### config.mk
export PLATFORM = sky130hd
export DESIGN_NAME = frl_match
export DESIGN_NICKNAME = d
export VERILOG_FILES = /design/src/design/frl_pkg.sv /design/src/design/frl_match.sv
export SDC_FILE = /design/constraint.sdc
export NUM_CORES = 1
export LEC_CHECK = 0
export BUFFER_PORTS_ARGS = -buffer_cell sky130_fd_sc_hd__buf_2
export CORE_AREA = 2 2 157 159
export DETAILED_ROUTE_END_ITERATION = 10
export DIE_AREA = 0 0 159 161
export PLACE_DENSITY = 0.53
export SLEW_MARGIN = 20
export SYNTH_ARGS = -nofsm -noshare
export SYNTH_HDL_FRONTEND = slang
export SYNTH_SLANG_ARGS = --single-unit
### constraint.sdc
create_clock -name vclk -period 5.1
set_input_delay 1.02 -clock vclk [all_inputs]
set_output_delay 1.02 -clock vclk [all_outputs]
set_load 0.05 [all_outputs]
### src/design/frl_pkg.sv
package frl_pkg;

    // Table and field geometry
    localparam int MAX_REGIONS = 64;
    localparam int COORD_W     = 24;
    localparam int SLOT_W      = 6;
    localparam int BAND_W      = 23;
    localparam int FIELD_W     = 32;
    localparam int SCALE_W     = 16;
    localparam int COUNT_W     = 7;
    localparam int CFG_IDX_W   = 1;
    localparam int CFG_DATA_W  = 16;

    localparam int ADDR_W = (MAX_REGIONS > 1) ? $clog2(MAX_REGIONS) : 1;
    localparam int CNT_W  = $clog2(MAX_REGIONS + 1);

    // Squared radius widths: stored entry and query point
    localparam int R2_W = 2 * BAND_W;
    localparam int Q2_W = 2 * COORD_W;
    localparam int ZC_W = (COORD_W > BAND_W) ? COORD_W : BAND_W;
    localparam int RC_W = (Q2_W > R2_W) ? Q2_W : R2_W;

    // Shared multiplier operand widths
    localparam int MA_W = ((FIELD_W > COORD_W) ? FIELD_W : COORD_W) + 1;
    localparam int MB_W = ((COORD_W > BAND_W) ? COORD_W : BAND_W) + 1;
    localparam int MP_W = MA_W + MB_W;

    localparam int SCALE_SHIFT = 12;
    localparam logic [SCALE_W-1:0] SCALE_RESET = SCALE_W'(4096);

    // Stream payload widths
    localparam int IN_FIELDS_W  = SLOT_W + 3 * COORD_W + 4 * BAND_W + 3 * FIELD_W;
    localparam int IN_DATA_W    = ((IN_FIELDS_W + 7) / 8) * 8;
    localparam int OUT_FIELDS_W = 3 * FIELD_W + SLOT_W;
    localparam int OUT_DATA_W   = ((OUT_FIELDS_W + 7) / 8) * 8;

    // Item kinds
    localparam logic ACT_LOAD  = 1'b0;
    localparam logic ACT_QUERY = 1'b1;

    // Config register indexes
    localparam logic [CFG_IDX_W-1:0] CFG_REGION_COUNT = 1'b0;
    localparam logic [CFG_IDX_W-1:0] CFG_FIELD_SCALE  = 1'b1;

    // Multiplier sequence steps
    localparam logic [2:0] STEP_FIRST      = 3'd0;
    localparam logic [2:0] STEP_SECOND     = 3'd1;
    localparam logic [2:0] STEP_FX         = 3'd2;
    localparam logic [2:0] STEP_FY         = 3'd3;
    localparam logic [2:0] STEP_FZ         = 3'd4;
    localparam logic [2:0] STEP_LOAD_DONE  = 3'd5;
    localparam logic [2:0] STEP_QUERY_DONE = 3'd2;

    typedef enum logic [4:0] {
        S_IDLE   = 5'b00001,
        S_MUL    = 5'b00010,
        S_WRITE  = 5'b00100,
        S_SCAN   = 5'b01000,
        S_RESULT = 5'b10000
    } t_state;

    typedef struct packed {
        logic [BAND_W-1:0]         z_lo;
        logic [BAND_W-1:0]         z_hi;
        logic [R2_W-1:0]           r2_lo;
        logic [R2_W-1:0]           r2_hi;
        logic signed [FIELD_W-1:0] bx;
        logic signed [FIELD_W-1:0] by;
        logic signed [FIELD_W-1:0] bz;
    } t_entry;

    typedef struct packed {
        logic                      hit;
        logic signed [FIELD_W-1:0] bx;
        logic signed [FIELD_W-1:0] by;
        logic signed [FIELD_W-1:0] bz;
    } t_match;

    localparam logic signed [MP_W-1:0] SAT_HI = MP_W'({1'b0, {(FIELD_W-1){1'b1}}});
    localparam logic signed [MP_W-1:0] SAT_LO = -SAT_HI - MP_W'(1);

    // floor(p / 4096), clamped to the field range
    function automatic logic signed [FIELD_W-1:0] sat_scale(input logic signed [MP_W-1:0] p);
        logic signed [MP_W-1:0] q;
        q = p >>> SCALE_SHIFT;
        if (q > SAT_HI) begin
            return {1'b0, {(FIELD_W-1){1'b1}}};
        end else if (q < SAT_LO) begin
            return {1'b1, {(FIELD_W-1){1'b0}}};
        end else begin
            return q[FIELD_W-1:0];
        end
    endfunction

    // Negate, most negative value clamps to most positive
    function automatic logic signed [FIELD_W-1:0] neg_sat(input logic signed [FIELD_W-1:0] v);
        if (v == {1'b1, {(FIELD_W-1){1'b0}}}) begin
            return {1'b0, {(FIELD_W-1){1'b1}}};
        end else begin
            return -v;
        end
    endfunction

endpackage

### src/design/frl_match.sv
module frl_match import frl_pkg::*; (
    input  t_entry             i_entry,
    input  logic               i_valid,
    input  logic [COORD_W-1:0] i_az,
    input  logic [Q2_W-1:0]    i_r2,
    input  logic               i_z_neg,
    output t_match             o_match
);

    logic [ZC_W-1:0] az, zlo, zhi;
    logic [RC_W-1:0] r2, rlo, rhi;

    assign az  = ZC_W'(i_az);
    assign zlo = ZC_W'(i_entry.z_lo);
    assign zhi = ZC_W'(i_entry.z_hi);
    assign r2  = RC_W'(i_r2);
    assign rlo = RC_W'(i_entry.r2_lo);
    assign rhi = RC_W'(i_entry.r2_hi);

    // low bounds inclusive, high bounds exclusive
    assign o_match.hit = i_valid && (zlo <= az) && (az < zhi) && (rlo <= r2) && (r2 < rhi);
    assign o_match.bx  = i_z_neg ? neg_sat(i_entry.bx) : i_entry.bx;
    assign o_match.by  = i_z_neg ? neg_sat(i_entry.by) : i_entry.by;
    assign o_match.bz  = i_entry.bz;

endmodule

# Yosys cells after proc, flatten, opt, wreduce, memory -nomap -nowiden
# Cells that the tools add are included.
# op_classes
n_addsub	2
mul	0
div	0
magnitude_cmp	4
n_eq_ne	2
shifts	0
n_mux	4
bitwise_logic	0
n_reduce_logical	4
# op_table
op	n
two-way mux 32 bit	4
equality test 32 bit (second input constant)	2
negator 32 bit	2
<= comparator 46 x 48 -> 1 bit	1
< comparator 48 x 46 -> 1 bit	1
<= comparator 23 x 24 -> 1 bit	1
< comparator 24 x 23 -> 1 bit	1
logical AND 1 bit	4
# totals
ff_bits	0
latchBits	0
ram_bits	0
romBits	0
input_bits	308
out_inout_bits	97
word_cells	16
memories	0

# Longest topological paths before layout
# logic_depth
depth_word	5
ltp_mapped	10
ltp_nobuf	9

# Worst setup path before layout
# Ideal clock, no wire load.
# synth_timing
path_kind	input port to output port
start	input i_entry[38] (netlist bit)
end	output o_match[56] (netlist bit)
arrival_time_ns	4.294
t_required_ns	4.080
path_slack_ns	-0.214
path_stages	7
n_path_buf	1
cell_sequence	or4_4 -> or4_4 -> or3_4 -> or4_4 -> buf_6 -> and3_1 -> o21ai_0
# synth_lines
item	line	text
start: declaration	frl_match.sv:2	input t_entry i_entry,
end: declaration	frl_match.sv:7	output t_match o_match

==> run metrics <==
outcome=finished clean; Seq cells=0; syn_nets=~1.2k; first-pass GRT wire length=31.2 mm; delay-heaviest family, CP=simple AND/OR/NAND/NOR gates; via density per instance=4.48; CP endpoint kind=output port; Hold Vio Cnt, Final=0; Die Height=161 um; leading area contributor after synthesis=ha_1; # hold bufs at CTS=0; layout cells sized above 1=0.347; Pwr per Cell Area=around 97 nW/um^2; RD Place Congestion=0.914; xor-xnor portion of the synthesized cell area=0.0790; final net count=around 1.5k; total wire length=between 15 and 20 mm; Vias=6333; kind of critical path=input pin to output port; DRT iter0 DRCs=271; largest family of logic cells by synthesized area=adder cells; synth top area cells=ha_1, inv_1, xor2_1, nand2_1, a21oi_1; VDD IR max=roughly 60 uV; CP cell instances=buf_2, or4_4, or4_4, or3_4, or4_4, or2_4, buf_4, o21ai_0, buf_2; GRT Util Overall=0.148; Final ANT Viol Nets=0; Synth Cell Area=5320 sq um; Final min period=roughly 5 ns; commonest cells after routing, fill and taps aside=buf_2, inv_1, ha_1, nand2_1, a21oi_1; die width=159 um; area delta synth->final=36.1%; Die ar.=between 20000 and 30000 sq um; Seq. cell area=0 sq um; Final Cycle Share=0.982; CP startpoint kind=input pin; setup TNS=0 ns; clock buffer count=0; area fraction in compound gates after synthesis=0.200; Simple-Gate Fraction of Synth Area=0.222; max-cap viol count=0; Syn. warnings=0; syn_area_per_cell=6.82 sq um; fillcell total=2756; Distinct cells, synth=51; sequential area share after synthesis=0; post-synthesis adder-cell area fraction=0.325; CP max-delay cell=or4_4; WL per Instance=14.1 um; Tot Pwr=roughly 0.7 mW; # Post-CTS Setup Buffers=0; DR pass1 iterations=4; largest stage delay on the critical path=0.58 ns; row cnt=57; Slew HR=0.425; Resized cells post-CTS=0; Slew Limit Fails=0; top cell type's share of synthesized area=0.325; worst path buffer plus inverter count=3; commonest non-fill, non-tap cell in the layout=buf_2; Worst EP required=4.08 ns; RSZ-0062 raised after global routing=false; synthesized instance count=780; DRC viols=0; Final setup viols=0; core footprint=24000 sq um; Port Buffers=341; post-synthesis mux area share=0.0122; IO Count=between 400 and 500; Initial Util=0.222; worst-path fanout max=9; fmax=200 MHz; Finished Core Util=0.302; grt ovf=0; Leak=between 4 and 5 nW; area of the multi-input gates=4450 sq um; Hold WC Path Type=input pin to output port; Worst EP arrival=3.99 ns; largest net degree at the start of global routing=53; initial antenna violation count=7; cell mode on critical path=or4_4; vias in the first global route=6213; Slew @ Worst Pin=0.862 ns; HPWL after detailed placement=about 19 mm
kinds of logic (layout without fill, tap and decap cells):
logic type,count (synthesis),after routing
other,0,5
xor gates and xnor gates,48,48
AOI/OAI and AO/OA,168,168
buffers and inverters,191,497
muxes,6,6
and+or+nand+nor,229,229
adders and majority gates,138,138
area by class of cell:
type	instances	area share
timing repair buffer	354	0.253
multi-input combinational	589	0.615
tap	324	0.0560
inverter	143	0.0741
antenna	5	0.00173
final timing paths:
path | start | endpoint | slack, ns | depth (start not counted)
worst max-delay path | i_entry[39] | o_match[51] | 0.09 | 9
worst min-delay path | i_entry[10] | o_match[10] | 2.04 | 0
synth_stat cells (4+ instances only):
master,instances
a211oi_1,9
a21o_1,15
a21oi_1,53
buf_4,32
buf_6,4
clkbuf_1,12
ha_1,138
inv_1,143
mux2_2,4
nand2_1,91
nand2_2,4
nand3_1,17
nand4_1,26
nand4b_1,4
nor2_1,22
nor2b_1,7
nor3_1,9
nor4_1,6
o211ai_1,5
o21ai_0,41
o31ai_1,14
o41ai_1,13
or2_2,8
or3_1,7
or4_1,8
xnor2_1,6
xor2_1,42
stage by stage:
step	setup WS [ns]	area, sq um	hold slack (ns)	cells
detailed placement	0.0877	7230	2.04	1410
finish	0.0927	7240	2.04	1415
CTS	0.0867	7230	2.04	1410
floorplan	0.133	5320	2.21	780
global placement	0.119	7230	2.04	1410
global route	0.0212	7230	2.04	1413
per-layer routing:
layer | up-vias | GRT usage | routed length (um) | share of wire
li1 | 3321 | - | - | -
met1 | 2805 | 0.193 | 9070 | 0.45
met2 | 182 | 0.263 | 9610 | 0.48
met3 | 21 | 0.0252 | 1090 | 0.055
met4 | 4 | 0.0140 | 184 | 0.0092
met5 | - | 0 | 24 | 0.0012
power by group:
part | leakage (nW) | total [mW] | switching, mW | internal, mW
registers | 0 | 0 | 0 | 0
clock network | 0.0000317 | 0.000000131 | 0 | 0.000000131
logic | 4.27 | 0.700 | 0.441 | 0.259
total | 4.27 | 0.700 | 0.441 | 0.259
(Power assumes the default switching activity.)
