===== src/design/frl_pkg.sv =====
package frl_pkg;

    // Table and field geometry
    localparam int MAX_REGIONS = 64;
    localparam int COORD_W     = 24;
    localparam int SLOT_W      = 6;
    localparam int BAND_W      = 23;
    localparam int FIELD_W     = 32;
    localparam int SCALE_W     = 16;
    localparam int COUNT_W     = 7;
    localparam int CFG_IDX_W   = 1;
    localparam int CFG_DATA_W  = 16;

    localparam int ADDR_W = (MAX_REGIONS > 1) ? $clog2(MAX_REGIONS) : 1;
    localparam int CNT_W  = $clog2(MAX_REGIONS + 1);

    // Squared radius widths: stored entry and query point
    localparam int R2_W = 2 * BAND_W;
    localparam int Q2_W = 2 * COORD_W;
    localparam int ZC_W = (COORD_W > BAND_W) ? COORD_W : BAND_W;
    localparam int RC_W = (Q2_W > R2_W) ? Q2_W : R2_W;

    // Shared multiplier operand widths
    localparam int MA_W = ((FIELD_W > COORD_W) ? FIELD_W : COORD_W) + 1;
    localparam int MB_W = ((COORD_W > BAND_W) ? COORD_W : BAND_W) + 1;
    localparam int MP_W = MA_W + MB_W;

    localparam int SCALE_SHIFT = 12;
    localparam logic [SCALE_W-1:0] SCALE_RESET = SCALE_W'(4096);

    // Stream payload widths
    localparam int IN_FIELDS_W  = SLOT_W + 3 * COORD_W + 4 * BAND_W + 3 * FIELD_W;
    localparam int IN_DATA_W    = ((IN_FIELDS_W + 7) / 8) * 8;
    localparam int OUT_FIELDS_W = 3 * FIELD_W + SLOT_W;
    localparam int OUT_DATA_W   = ((OUT_FIELDS_W + 7) / 8) * 8;

    // Item kinds
    localparam logic ACT_LOAD  = 1'b0;
    localparam logic ACT_QUERY = 1'b1;

    // Config register indexes
    localparam logic [CFG_IDX_W-1:0] CFG_REGION_COUNT = 1'b0;
    localparam logic [CFG_IDX_W-1:0] CFG_FIELD_SCALE  = 1'b1;

    // Multiplier sequence steps
    localparam logic [2:0] STEP_FIRST      = 3'd0;
    localparam logic [2:0] STEP_SECOND     = 3'd1;
    localparam logic [2:0] STEP_FX         = 3'd2;
    localparam logic [2:0] STEP_FY         = 3'd3;
    localparam logic [2:0] STEP_FZ         = 3'd4;
    localparam logic [2:0] STEP_LOAD_DONE  = 3'd5;
    localparam logic [2:0] STEP_QUERY_DONE = 3'd2;

    typedef enum logic [4:0] {
        S_IDLE   = 5'b00001,
        S_MUL    = 5'b00010,
        S_WRITE  = 5'b00100,
        S_SCAN   = 5'b01000,
        S_RESULT = 5'b10000
    } t_state;

    typedef struct packed {
        logic [BAND_W-1:0]         z_lo;
        logic [BAND_W-1:0]         z_hi;
        logic [R2_W-1:0]           r2_lo;
        logic [R2_W-1:0]           r2_hi;
        logic signed [FIELD_W-1:0] bx;
        logic signed [FIELD_W-1:0] by;
        logic signed [FIELD_W-1:0] bz;
    } t_entry;

    typedef struct packed {
        logic                      hit;
        logic signed [FIELD_W-1:0] bx;
        logic signed [FIELD_W-1:0] by;
        logic signed [FIELD_W-1:0] bz;
    } t_match;

    localparam logic signed [MP_W-1:0] SAT_HI = MP_W'({1'b0, {(FIELD_W-1){1'b1}}});
    localparam logic signed [MP_W-1:0] SAT_LO = -SAT_HI - MP_W'(1);

    // floor(p / 4096), clamped to the field range
    function automatic logic signed [FIELD_W-1:0] sat_scale(input logic signed [MP_W-1:0] p);
        logic signed [MP_W-1:0] q;
        q = p >>> SCALE_SHIFT;
        if (q > SAT_HI) begin
            return {1'b0, {(FIELD_W-1){1'b1}}};
        end else if (q < SAT_LO) begin
            return {1'b1, {(FIELD_W-1){1'b0}}};
        end else begin
            return q[FIELD_W-1:0];
        end
    endfunction

    // Negate, most negative value clamps to most positive
    function automatic logic signed [FIELD_W-1:0] neg_sat(input logic signed [FIELD_W-1:0] v);
        if (v == {1'b1, {(FIELD_W-1){1'b0}}}) begin
            return {1'b0, {(FIELD_W-1){1'b1}}};
        end else begin
            return -v;
        end
    endfunction

endpackage


===== src/design/frl_mul.sv =====
module frl_mul import frl_pkg::*; (
    input  logic                   i_clk,
    input  logic signed [MA_W-1:0] i_a,
    input  logic signed [MB_W-1:0] i_b,
    output logic signed [MP_W-1:0] o_prod
);

    logic signed [MP_W-1:0] r_prod;

    // one product per cycle, registered
    always_ff @(posedge i_clk) begin
        r_prod <= i_a * i_b;
    end

    assign o_prod = r_prod;

endmodule


===== config.mk =====
export PLATFORM = sky130hd
export DESIGN_NAME = frl_mul
export DESIGN_NICKNAME = d
export VERILOG_FILES = /design/src/design/frl_pkg.sv /design/src/design/frl_mul.sv
export SDC_FILE = /design/constraint.sdc
export NUM_CORES = 2
export LEC_CHECK = 0
export ABC_CLOCK_PERIOD_IN_PS = 7500
export CELL_PAD_IN_SITES_DETAIL_PLACEMENT = 2
export CELL_PAD_IN_SITES_GLOBAL_PLACEMENT = 2
export CORE_ASPECT_RATIO = 2
export CORE_MARGIN = 5
export CORE_UTILIZATION = 40
export CTS_BUF_LIST = sky130_fd_sc_hd__clkbuf_2 sky130_fd_sc_hd__clkbuf_4 sky130_fd_sc_hd__clkbuf_8
export DETAILED_ROUTE_END_ITERATION = 8
export DONT_BUFFER_PORTS = 1
export PLACE_DENSITY = 0.88
export SYNTH_ARGS = -nofsm -noshare
export SYNTH_HDL_FRONTEND = slang
export SYNTH_SLANG_ARGS = --single-unit

===== constraint.sdc =====
create_clock -name i_clk -period 7.5 [get_ports i_clk]
set_input_delay 1.125 -clock i_clk [delete_from_list [all_inputs] [get_ports i_clk]]
set_output_delay 1.125 -clock i_clk [all_outputs]
set_load 0.005 [all_outputs]

* After elaboration in Yosys (flattened, before gate mapping) *
Cells that the tools add are included.

storage, ports and cells
  output and inout bits = 58
  register bits = 58
  bits of input ports = 59
  word-level logic and storage cells = 2

cells by class
  multiply operators = 1

operators by type and width
  operator                      number
  multiplier 33 x 25 -> 58 bit  1

* Depth between registers and ports, before layout *
  depth after elaboration = 1
  depth in mapped cells = 27
  depth with buffers taken out = 25

* Least setup slack after synthesis *
Ideal clock, no wire load.

  path kind = input-to-reg
  start = input i_a[32]
  end = register r_prod[57], in the netlist o_prod[57]
  setup slack = -20 ps
  path buffers = 2
  library setup time = 143 ps
  data arrival time = 7377 ps
  cell stages on the path = 21
  data required time = 7357 ps
  cells stage by stage = clkbuf_1 -> nand2_1 -> inv_1 -> fa_1 -> fa_1 -> inv_1 -> fa_1 -> inv_1 -> fa_1 -> fa_1 -> fa_1 -> fa_1 -> ha_1 -> clkbuf_8 -> a21o_1 -> a21o_1 -> a21o_1 -> a21o_1 -> and3_1 -> a21oi_1 -> o211ai_1

on the way
  cells in the longest elaborated chain, start to end = 1

RTL lines
  element                       line           RTL
  start: declaration            frl_mul.sv:3   input logic signed [MA_W-1:0] i_a,
  multiplier 33 x 25 -> 58 bit  frl_mul.sv:12  r_prod <= i_a * i_b;
  end signal: assignment        frl_mul.sv:12
  end: declaration              frl_mul.sv:8   logic signed [MP_W-1:0] r_prod;

Every way passes these cells.

* Worst setup path in the final report *
  start = input i_a[25]
  end = register r_prod[56], in the netlist o_prod[56]

The elaborated chain is that of the path after synthesis.

==> impl_metrics.yaml <==
synthesis:
  synth-edff-count: 0
  synthCells: 3208
  syn_nets: 4266
  yosys_warnings: 0
  syn_area_per_cell_sq_um: 9.415
  async_flop_share_pct: 0
  ys.flop_type: "dfxtp_1"
  netlist_area_sq_um: 30200
  ys_types: 60
  synth-seq-cells: 58
  synth.yosys.seq_area_share_pct: 3.844
global_routing:
  track_usage_pct: 35.26
  grt_antenna_before_repair: 3
  overflow: 0
  grt_pass1_vias: 30630
  grt_max_degree: 34
  grt_pass1_wl_microns: 203700
final_layout:
  syn_to_final_growth_pct: 5.862
  drive_above_1_share_pct: 5.198
  layout.nets: 4227
  largest_register_ffs: 58
cts:
  cts_hold_buffers: 0
  numClockSinks: 58
  clk_pin_slew_ns: 0.10
  cts_tree: "yes"
  cts_htree_levels: 3
  numCtsBuffers: 9
  cts_buffer_depth: 2
  root_buffer: "clkbuf_8"
place:
  dpl.hpwl_microns: 114700
  numPortBuffers: 0
  finalWeightedCongestion: 0.8751
  place_ws_ns: -0.8598
run:
  maxCapViolCount: 0
drt:
  route.detailed.drc: 0
  drt_iter0_drc: 1357
  drt_wl_total_microns: 140900
  ant_nets: 0
  dr.pass1.iters: 5
  vias_per_cell: 5.737
  vias: 24000
  avgRoutedWirePerCell_microns: 33.68
critical_path:
  arrival_ns: 7.83
  crit_type: "primary input to flop"
  slowest_stage: "fa_1"
  cp.required_ns: 7.85
  end_kind: "flop"
  crit_top_cell: "fa_1"
  critPathMaxStageDelay_ns: 0.79
  crit_chain: "nand2_1 > fa_1 > inv_1 > fa_1 > inv_1 > fa_1 > fa_1 > inv_1 > fa_1 > fa_1 > fa_1 > ha_1 > a21o_1 > a21o_1 > a21o_1 > a21oi_1 > o21a_1 > o21ai_4 > a31oi_4 > buf_12 > o21ai_0 > xor2_1"
  crit_fanout: 26
  worstSetupStartpointType: "primary input"
min_path:
  worst_hold_path_type: "primary input to flop"
floorplan:
  die_y_microns: 398.6
  core_area_sq_um: 74980
  pin_count: 117
  rows: 142
  initial_core_util_pct: 40.28
  dieArea_sq_um: 81440
  die_w_microns: 204.3
sta:
  slew_headroom_pct: 50.92
  min_period_ns: 7.483
  fmaxAchievable_mhz: 133.6
  tightest_slew_ns: 0.7309
  timing.hold.ws_ns: 0.8012
  setup_viol: 0
  min_period_over_period_pct: 99.77
  hold_violations: 0
  final-max-slew-violation-count: 0
  worst_slack_ns: 0.01707
outcome:
  run_status: "finished, final reports clean"
==> cell families after synthesis <==
logic type,count (synthesis),synth area share (%)
AND/OR/NAND/NOR,954,15.78
adder cells (fa/ha/maj),999,62.31
XOR/XNOR,59,1.711
buffers and inverters,944,11.93
AO/OA/AOI/OAI,194,4.424
flip-flops,58,3.844
==> placed cells by master (no fill, tap or decap), types with 9 or more instances in the layout <==
master	netlist	layout
o21bai_1	15	15
inv_1	785	784
o21ai_0	28	24
fa_1	842	831
a21o_1	34	34
clkbuf_8	4	9
ha_1	157	155
nor2_1	57	57
a31oi_1	10	10
nand2b_1	11	11
nand3_1	16	16
and2_1	409	409
fa_2	0	11
dfxtp_1	58	58
nand4_1	15	15
xnor2_1	44	44
xor2_1	15	15
buf_4	1	106
nand2_1	416	415
a21oi_1	51	47
==> stage by stage <==
| stage | util (%) | std cells | area [sq um] | TNS, ns |
|---|---|---|---|---|
| after floorplan | - | 3208 | 30210 | 0 |
| after global placement | 42.20 | 4164 | 31640 | -0.2700 |
| after detailed placement | 42.20 | 4164 | 31640 | -6.694 |
| after CTS | 42.54 | 4180 | 31900 | 0 |
| after global routing | 42.64 | 4183 | 31970 | -0.1635 |
| final | 42.65 | 4184 | 31970 | 0 |
==> critical path: cells and delay by family <==
kind / cells / cell delay (ns)
and+or+nand+nor: 1 / 0.14
adders and majority gates: 8 / 4.48
buffers and inverters: 4 / 0.42
xor gates and xnor gates: 1 / 0.17
AOI/OAI and AO/OA: 8 / 1.43
==> cell usage after synthesis, types with 4 or more instances <==
cell	instances	area [sq um]
o21bai_1	15	112.6
and3_1	8	50.05
nand3_1	16	80.08
xnor2_1	44	385.4
fa_1	842	16860
a31oi_1	10	62.56
a21o_1	34	255.2
clkbuf_1	148	555.5
nand2_1	416	1562
xor2_1	15	131.4
nor3_1	6	30.03
a21oi_1	51	255.2
ha_1	157	1964
a211oi_1	8	60.06
clkbuf_8	4	55.05
dfxtp_1	58	1161
inv_1	785	2947
o21ai_0	28	140.1
nand4_1	15	93.84
nor2b_1	5	31.28
o21a_1	5	37.54
and2_1	409	2559
nor2_1	57	214.0
o211ai_1	7	52.55
nand2b_1	11	68.82
==> area by class of cell <==
cell class	count	area, sq um
fill	8193	43000
timing repair buffer	108	835.8
tap	1008	1261
inverter	786	2950
antenna	2	5.005
sequential	58	1161
multi-input combinational	2206	25540
clock buffer	9	123.9
clock inverter	7	101.3
==> final timing paths <==
check / from / to / slack [ns] / cells after the start
setup / recovery: i_a[25] / o_prod[56]$_DFF_P_ / 0.02 / 22
hold / removal: i_a[0] / o_prod[0]$_DFF_P_ / 0.80 / 1
==> layer usage <==
layer / vias up / global-route usage, % / share of wire (%)
met3: 943 / 8.980 / 6.1
met2: 1388 / 63.76 / 53
met1: 12540 / 27.52 / 25
li1: 9127 / - / -
met4: 0 / 40.73 / 16
met5: - / 0.06158 / 0
==> timing repair <==
item	CTS	global route
setup endpoints to repair	3	14
gates resized for setup	8	22
pin swaps	0	5
buffers inserted	0	2
Power is not shown: default switching activity piles up to over one toggle a cycle in this logic, so the estimate is an artifact.
