$ cat src/design/frl_ram.sv
module frl_ram #(
    parameter int WIDTH = 8,
    parameter int DEPTH = 16
) (
    input  logic                                       i_clk,
    input  logic                                       i_we,
    input  logic [((DEPTH > 1) ? $clog2(DEPTH) : 1)-1:0] i_waddr,
    input  logic [WIDTH-1:0]                           i_wdata,
    input  logic [((DEPTH > 1) ? $clog2(DEPTH) : 1)-1:0] i_raddr,
    output logic [WIDTH-1:0]                           o_rdata
);

    logic [WIDTH-1:0] r_mem [DEPTH];

    always_ff @(posedge i_clk) begin
        if (i_we) begin
            r_mem[i_waddr] <= i_wdata;
        end
        o_rdata <= r_mem[i_raddr];
    end

endmodule

$ cat config.mk
export PLATFORM = sky130hd
export DESIGN_NAME = frl_ram
export DESIGN_NICKNAME = d
export VERILOG_FILES = /design/src/design/frl_ram.sv
export SDC_FILE = /design/constraint.sdc
export NUM_CORES = 1
export LEC_CHECK = 0
export BUFFER_PORTS_ARGS = -buffer_cell sky130_fd_sc_hd__buf_2
export CAP_MARGIN = 25
export CORE_ASPECT_RATIO = 1.75
export CORE_MARGIN = 5
export CORE_UTILIZATION = 35
export CTS_BUF_LIST = sky130_fd_sc_hd__clkbuf_4 sky130_fd_sc_hd__clkbuf_8
export CTS_CLUSTER_SIZE = 8
export DETAILED_ROUTE_END_ITERATION = 8
export PLACE_DENSITY_LB_ADDON = 0.2
export SLEW_MARGIN = 20
export SYNTH_ARGS = -nofsm -noshare
export SYNTH_HDL_FRONTEND = slang
export SYNTH_SLANG_ARGS = --single-unit
$ cat constraint.sdc
create_clock -name i_clk -period 2.88 [get_ports i_clk]
set_input_delay 0.432 -clock i_clk [delete_from_list [all_inputs] [get_ports i_clk]]
set_output_delay 0.432 -clock i_clk [all_outputs]
set_load 0.05 [all_outputs]
**After elaboration in Yosys (flattened, before gate mapping)**

Memories as Yosys holds them, arrays and structs flattened. A register that Yosys moved wholly into a read port is not among the register bits.
Cells that the tools add are included.

- Register bits: 0
- Bits in latches: 0
- Bits in writable memories: 128
- Memory bits (read-only): 0
- Input port bits: 18
- Output and inout bits: 8
- Logic and storage cells: 3
- Memories kept: 1

Memories:

| memory | depth | bits a word | rd ports | clocked after memory_dff | wr ports | RTL line | text |
|---|---|---|---|---|---|---|---|
| r_mem | 16 | 8 | 1 | 1 | 1 | 13 | `logic [WIDTH-1:0] r_mem [DEPTH];` |

- $add $sub $neg: 0
- Multipliers: 0
- Divide/modulo/power cells: 0
- Order comparisons: 0
- Equal/unequal tests: 0
- Shifts and indexed selects: 0
- Muxes and demuxes: 2
- Bitwise logic cells: 0
- Reduce and logical (&&, ||, !) cells: 0

Operator list:

| kind | number |
|---|---|
| 2-to-1 mux 1 bit | 2 |

**Longest topological paths before layout**

Gate-level depths: netlist of the first run.

- Word-level depth: 2
- Mapped depth: 5
- Mapped depth without buffers: 3

**Least setup slack after synthesis of the first run**

OpenSTA, ideal clock, no wires.

- Kind: input -> register
- Start point: input port i_waddr[2] (netlist bit)
- End point: memory r_mem[0][0], enable pin
- Arrival time: 1.542 ns
- Required time: 2.497 ns
- Setup slack: 0.955 ns
- Stages: 2
- Cell sequence: or3b_2 > nor3_1

RTL lines:

| element | RTL line | text |
|---|---|---|
| from (decl) | 7 | `input logic [((DEPTH > 1) ? $clog2(DEPTH) : 1)-1:0] i_waddr,` |
| to (decl) | 13 |  |

Straight into the memory's write port.

==> results.md, run 1 <==
- Outcome: complete, no violations
- Commonest cells in the netlist: edfxtp_1, mux4_2, a22oi_1
- Post-synth EDFFs: 128
- Die Y: roughly 170 um
- Fin. Hold Viols: 0
- Startpoint Class: primary input
- Final wirelength: 10.8 mm
- Via/cell ratio: 5.11
- CP max stage cell: mux4_1
- Detailed placement HPWL: between 7 and 8 mm
- Detailed-route via count: roughly 2400
- CTS tree: yes
- Clk sink count: 136
- Global-route wire length before repair: between 15 and 20 mm
- Sequential fraction of the synthesis area: 0.778
- R2r setup slk: ~1.5 ns
- I/O Pins: 26
- Highest Clock Rate: between 0.5 and 0.6 GHz
- Maximum resistive drop on vdd: about 0.35 mV
- CP peak stage delay: between 0.5 and 0.6 ns
- Clock transition at the registers of the reported paths: 0.08 ns
- WS Path Type: in2reg
- Critical Path AT: around 2.0 ns
- Main synth FF type: edfxtp_1
- GRT Overall Usage: 0.136
- Starting DRC count in detailed routing: about 100
- Fillers: 1260
- Cell taking the most area after synthesis: edfxtp_1
- Die area: ~17000 um2
- Mean Syn Cell Area: between 20 and 25 um2
- Largest net degree at the start of global routing: 23
- Reg-to-Reg Start: r_mem[10][3]$_DFFE_PP_
- Post-layout instance area: just under 6000 um2
- Final Cycle Share: 0.588
- Reg2Reg Depth: 3
- Drt drc: 0
- WHS Path Cells: 1
- RSZ-0062 raised after global routing: no
- Clk_lat worst skew: around 0.43 ns
- HP Start: i_wdata[1]
- Global placement routability congestion: just over 0.7
- Inserted Clock Buffers: 17
- Antenna Cells: 0
- Min cycle time layout: around 1.7 ns
- Post-Syn Area: between 5000 and 6000 um2
- Most numerous cell in the Yosys netlist: edfxtp_1
- Slew headroom: 0.488
- # resized after CTS: 0
- Core area: approximately 14000 um2
- Area added between synthesis and finish: 15.1%
- Final setup vio count: 0
- Hold buffer count at CTS: 0
- Count of pins over their slew limit: 0
- Max-Cap Viols: 0
- Synth Warn #: 0
- Hold EP: r_mem[15][1]$_DFFE_PP_
- Area post-placement: 5560 um2
- Post-synth cell types: 19
- Mapped Nets: approximately 250
- PD cells: ~660 nW/um2
- Leakage power: 1.95 nW
- I/O Buffers: 25
- Post-DRT Antenna Nets: 0
- Worst setup EP type: register
- First-pass DRT Iterations: 4
- Starting Density: 0.356
- Post-synth ARST share: 0
- Post-CTS setup buffers: 0
- Setup TNS: 0 ns
- Die width: approximately 100 um
- Site Rows: 58
- Clk root buf: clkbuf_8
- Crit path required time: roughly 3.2 ns
- Seq cells post-synth: roughly 140
- Post-Synthesis Cells: about 230
- Nets: between 200 and 300
- Clock buffer depth: 2
- # H-tree levels: 4
- Crit-path cells: buf_2, buf_12, mux4_1, a22oi_1, nand2_1
- Grt ovf: 0
- Crit-path max FO: 20
- WL/cell: 22.7 um
- Critical path startpoint: i_raddr[0]
- Vias in the first global route: between 2000 and 3000
- Worst hold path type: in2reg
- Clk_skew: slightly above 0.007 ns
- Top post-synthesis cells by area: edfxtp_1, mux4_2, mux4_1
- Share of layout cells above drive strength 1: 0.316
- Area share of the largest cell type after synthesis: 0.747
- Initial antenna violation count: 0
- Worst r2r dst: o_rdata[3]$_DFF_P_
- Worst Tran Pin Value: roughly 0.76 ns
layout make-up:
| cell class | count | area [um2] | area share |
|---|---|---|---|
| Sequential cell | 136 | 4000 | 0.676 |
| Clock buffer | 17 | 234 | 0.0395 |
| Tap cell | 180 | 225 | 0.0380 |
| Multi-Input combinational cell | 83 | 1060 | 0.178 |
| Timing Repair Buffer | 43 | 273 | 0.0460 |
| Clock inverter | 15 | 130 | 0.0220 |
kinds of logic after synthesis:
logic type / count (synthesis) / synth area share
and+or+nand+nor: 35 / 0.0318
DFF: 136 / 0.778
buffers and inverters: 10 / 0.0168
AOI/OAI and AO/OA: 16 / 0.0233
muxes: 32 / 0.150
worst max-delay path by stage:
stage | slack, ns | to
3_3_place_gp | 0.70 | o_rdata[4]$_DFF_P_
3_5_place_dp | 0.70 | o_rdata[4]$_DFF_P_
4_1_cts | 1.18 | o_rdata[4]$_DFF_P_
6_report | 1.19 | o_rdata[4]$_DFF_P_
5_1_grt | 1.12 | o_rdata[5]$_DFF_P_
2_1_floorplan | 0.96 | r_mem[0][0]$_DFFE_PP_
registers in the layout, summed over array words and instances (netlist names):
signal   flops
o_rdata      8
r_mem      128
layer usage:
metal	share of wire	global-route usage
met4	0.014	0.0556
met3	0.039	0.0357
met1	0.40	0.157
met2	0.55	0.238
met5	0	0
power breakdown:
| group | total [mW] | switching [mW] | leakage (nW) | internal [mW] |
|---|---|---|---|---|
| registers | 2.22 | 0.0133 | 1.22 | 2.21 |
| logic | 0.249 | 0.162 | 0.571 | 0.0864 |
| clock network | 1.42 | 0.737 | 0.160 | 0.678 |
per-stage QoR:
step	setup WS (ns)	hold WS, ns	utilization	instances	power [mW]
2_1_floorplan	0.955	0.531	-	229	2.42
3_3_place_gp	0.699	0.667	0.385	442	2.52
3_5_place_dp	0.699	0.666	0.385	442	2.52
4_1_cts	1.18	0.363	0.410	474	3.93
5_1_grt	1.12	0.367	0.410	474	4.04
6_report	1.19	0.386	0.410	474	3.89
worst max-delay path, delay by kind of cell:
family	cells	cell delay [ns]
and+or+nand+nor	1	0.07
AOI/OAI and AO/OA	1	0.27
muxes	1	0.57
buffers and inverters	2	0.63
cell usage in the layout (no fill, tap or decap), drive strengths merged:
cell | netlist | final
a22oi | 16 | 16
and2 | 1 | 1
and2b | 1 | 1
buf | 7 | 43
bufinv | 0 | 1
clkbuf | 0 | 17
clkinv | 0 | 4
clkinvlp | 0 | 8
dfxtp | 8 | 8
edfxtp | 128 | 128
inv | 0 | 2
mux4 | 32 | 32
nand2 | 9 | 9
nand2b | 2 | 2
nand3 | 1 | 1
nand3b | 2 | 2
nor2 | 13 | 13
nor2b | 1 | 1
nor3 | 4 | 4
or3b | 1 | 1
(Power assumes the default switching activity.)
==> inputs of run 2 (changes only) <==
==> constraint.sdc (replaced) <==
create_clock -name i_clk -period 1.55 [get_ports i_clk]
set_input_delay 0.2325 -clock i_clk [delete_from_list [all_inputs] [get_ports i_clk]]
set_output_delay 0.2325 -clock i_clk [all_outputs]
set_load 0.05 [all_outputs]
==> results.md, run 2 (synthesis gave the netlist of run 1 again) <==
- Outcome: complete, no violations (unchanged)
- CP delay by family, top: multiplexers (was buffers and inverters)
- CP max stage cell: mux4_1 (unchanged)
- Final wirelength: 10.6 mm (was 10.8 mm)
- # H-tree levels: 4 (unchanged)
- Most common cell after layout, fill and taps aside: edfxtp_1 (unchanged)
- Max-Cap Viols: 0 (unchanged)
- Clk root buf: clkbuf_8 (unchanged)
- Crit-path max FO: 1 (was 20)
- Crit-path cells: mux4_1, a22oi_1, nand2_1 (was buf_2, buf_12, mux4_1, a22oi_1, nand2_1)
- Final setup vio count: 0 (unchanged)
- Area post-placement: 5710 um2 (was 5560 um2)
- Via/cell ratio: 5.05 (was 5.11)
- First-pass DRT Iterations: 4 (unchanged)
- Multi-input logic area: 1060 um2 (about the same)
- Pwr Total: 7.63 mW (was 3.89 mW)
- Reg2Reg Depth: 3 (unchanged)
- Post-CTS setup buffers: 0 (unchanged)
- CTS tree: yes (unchanged)
- HP Start: i_wdata[6] (was i_wdata[1])
- Critical Path AT: 1.71 ns (was 2.01 ns)
- Area added between synthesis and finish: 19.0% (was 15.1%)
- CP peak stage delay: 0.56 ns (was 0.57 ns)
- Clock buffer depth: 2 (unchanged)
- R2r setup slk: 0.16 ns (was 1.51 ns)
- Place WS: -0.150 ns (was 0.699 ns)
- M1 GR Usage: 0.157 (about the same)
- WHS Path Cells: 1 (unchanged)
- Clock power frac: 0.394 (was 0.364)
- Nets: 310 (was 299)
- WL/cell: 21.9 um (was 22.7 um)
- Hold buffer count at CTS: 0 (unchanged)
- # resized after CTS: 0 (unchanged)
- Worst hold path type: in2reg (unchanged)
- Final hold slack: 0.167 ns (was 0.386 ns)
- Post-layout instance area: 6130 um2 (was 5920 um2)
- Register Area: 4000 um2 (unchanged)
- Antenna Cells: 0 (unchanged)
- Largest net degree at the start of global routing: 21 (was 23)
- Sw frac: 0.225 (was 0.235)
- Clk_lat worst skew: 0.44 ns (was 0.43 ns)
- Largest register FFs: 128 (unchanged)
- Share of layout cells above drive strength 1: 0.348 (was 0.316)
- Maximum resistive drop on vdd: 0.630 mV (was 0.355 mV)
- Fillers: 1262 (was 1260)
- Clock transition at the registers of the reported paths: 0.09 ns (was 0.08 ns)
- Startpoint Class: register (was primary input)
- Min cycle time layout: around 1.4 ns
- Vias in the first global route: 2688 (was 2617)
- Sequential Power Share: 0.541 (was 0.572)
- Grt ovf: 0 (unchanged)
- WS Path Type: reg2reg (was in2reg)
- Initial antenna violation count: 0 (unchanged)
- Most frequent cells in the layout: edfxtp_1, buf_2, buf_4, mux4_2, clkbuf_8 (was edfxtp_1, buf_2, mux4_2, clkbuf_8, buf_4)
- Detailed placement HPWL: 7.24 mm (about the same)
- Inserted Clock Buffers: 17 (unchanged)
- Leakage power: 2.08 nW (was 1.95 nW)
- Hold EP: r_mem[12][6]$_DFFE_PP_ (was r_mem[15][1]$_DFFE_PP_)
- CP bufs+invs: 0 (was 2)
- Starting DRC count in detailed routing: 147 (was 101)
- Clk sink count: 136 (unchanged)
- Worst r2r dst: o_rdata[1]$_DFF_P_ (was o_rdata[3]$_DFF_P_)
- Count of pins over their slew limit: 0 (unchanged)
- Slew headroom: 0.409 (was 0.488)
- I/O Pins: 26 (unchanged)
- Met3 usage: 0.0357 (unchanged)
- Fin. Hold Viols: 0 (unchanged)
- Internal: 5.91 mW (was 2.97 mW)
- Worst Tran Pin Value: 0.883 ns (was 0.762 ns)
- Die area: 17300 um2 (unchanged)
- Final Cycle Share: 0.896
- Worst setup EP type: register (unchanged)
- Detailed-route via count: 2449 (was 2423)
- Site Rows: 58 (unchanged)
- Reg-to-Reg Start: r_mem[5][1]$_DFFE_PP_ (was r_mem[10][3]$_DFFE_PP_)
- PnR worst setup slack: 0.162 ns (was 1.19 ns)
- Die Y: 170 um (unchanged)
- Die width: 102 um (unchanged)
- Switching power: 1.71 mW (was 0.913 mW)
- Biggest register: r_mem (unchanged)
- PD cells: 1250 nW/um2 (was 656 nW/um2)
- GRT Overall Usage: 0.133 (was 0.136)
- Global-route wire length before repair: 16.3 mm (was 16.4 mm)
- Global placement routability congestion: 0.687 (was 0.723)
- Drt drc: 0 (unchanged)
- Clk_skew: 0.0159 ns (was 0.00726 ns)
- Crit path required time: 1.87 ns (was 3.19 ns)
- Gate power share: 0.065 (was 0.064)
- Core area: 14400 um2 (unchanged)
- Top Registers: r_mem (128), o_rdata (8) (unchanged)
- Most crowded layer after global routing: met2 (unchanged)
- Highest Clock Rate: around 0.72 GHz
- Met2 Use GR: 0.233 (was 0.238)
- Starting Density: 0.356 (unchanged)
- I/O Buffers: 25 (unchanged)
- Post-DRT Antenna Nets: 0 (unchanged)
- RSZ-0062 raised after global routing: no (unchanged)
## run 2: cell types whose count changed in the layout (fill, tap and decap cells not counted)
| cell | previous run | this run |
|---|---|---|
| nor3_1 | 4 | 3 |
| clkbuf_4 | 0 | 1 |
| nor3_2 | 0 | 1 |
| clkinv_4 | 1 | 5 |
| inv_6 | 2 | 1 |
| clkinv_1 | 1 | 0 |
| buf_12 | 1 | 6 |
| clkinvlp_4 | 8 | 3 |
| buf_4 | 17 | 23 |
| bufinv_16 | 1 | 3 |
## run 2: power by group through the flow
stage / registers (mW) / clock network [mW] / logic [mW]
after floorplan: 4.29 / 0 / 0.209
after global placement: 4.21 / 0 / 0.501
after detailed placement: 4.22 / 0 / 0.506
after CTS: 4.13 / 3.07 / 0.506
after global routing: 4.14 / 3.24 / 0.532
final: 4.13 / 3.00 / 0.494
## run 2: per-layer routing
metal | wire length [um] | vias to the layer above
li1 | - | 1098
met1 | 4320 | 1291
met2 | 5870 | 51
met3 | 349 | 9
met4 | 104 | 0
met5 | 0 | -
## run 2: how the worst max path moves through the flow
stage | slack [ns] | endpoint | start | cells past startpoint
3_3_place_gp | -0.16 | o_rdata[5]$_DFF_P_ | i_raddr[0] | 6
2_1_floorplan | 0.05 | r_mem[3][0]$_DFFE_PP_ | i_waddr[2] | 2
5_1_grt | 0.11 | o_rdata[1]$_DFF_P_ | r_mem[4][1]$_DFFE_PP_ | 3
6_report | 0.16 | o_rdata[1]$_DFF_P_ | r_mem[5][1]$_DFFE_PP_ | 3
3_5_place_dp | -0.15 | o_rdata[5]$_DFF_P_ | i_raddr[0] | 6
4_1_cts | 0.16 | o_rdata[1]$_DFF_P_ | r_mem[5][1]$_DFFE_PP_ | 3
## run 2: area by class of cell
class	instances	area share
flip-flops and latches	136	0.654
clock buffers	18	0.0394
clock inverters	14	0.0286
repair buffers	54	0.0682
multi-input cells	83	0.173
well taps	180	0.0368
## run 2: stage by stage
| step | TNS, ns | cells | utilization |
|---|---|---|---|
| after floorplan | 0 | 229 | - |
| after global placement | -1.14 | 453 | 0.395 |
| after detailed placement | -1.03 | 453 | 0.395 |
| after CTS | 0 | 485 | 0.424 |
| after global routing | 0 | 485 | 0.424 |
| final | 0 | 485 | 0.424 |
## run 2: worst reg2reg max path, stage by stage (launching register included)
cell,delay (ns)
edfxtp_1,0.38
mux4_1,0.56
a22oi_1,0.26
nand2_1,0.08
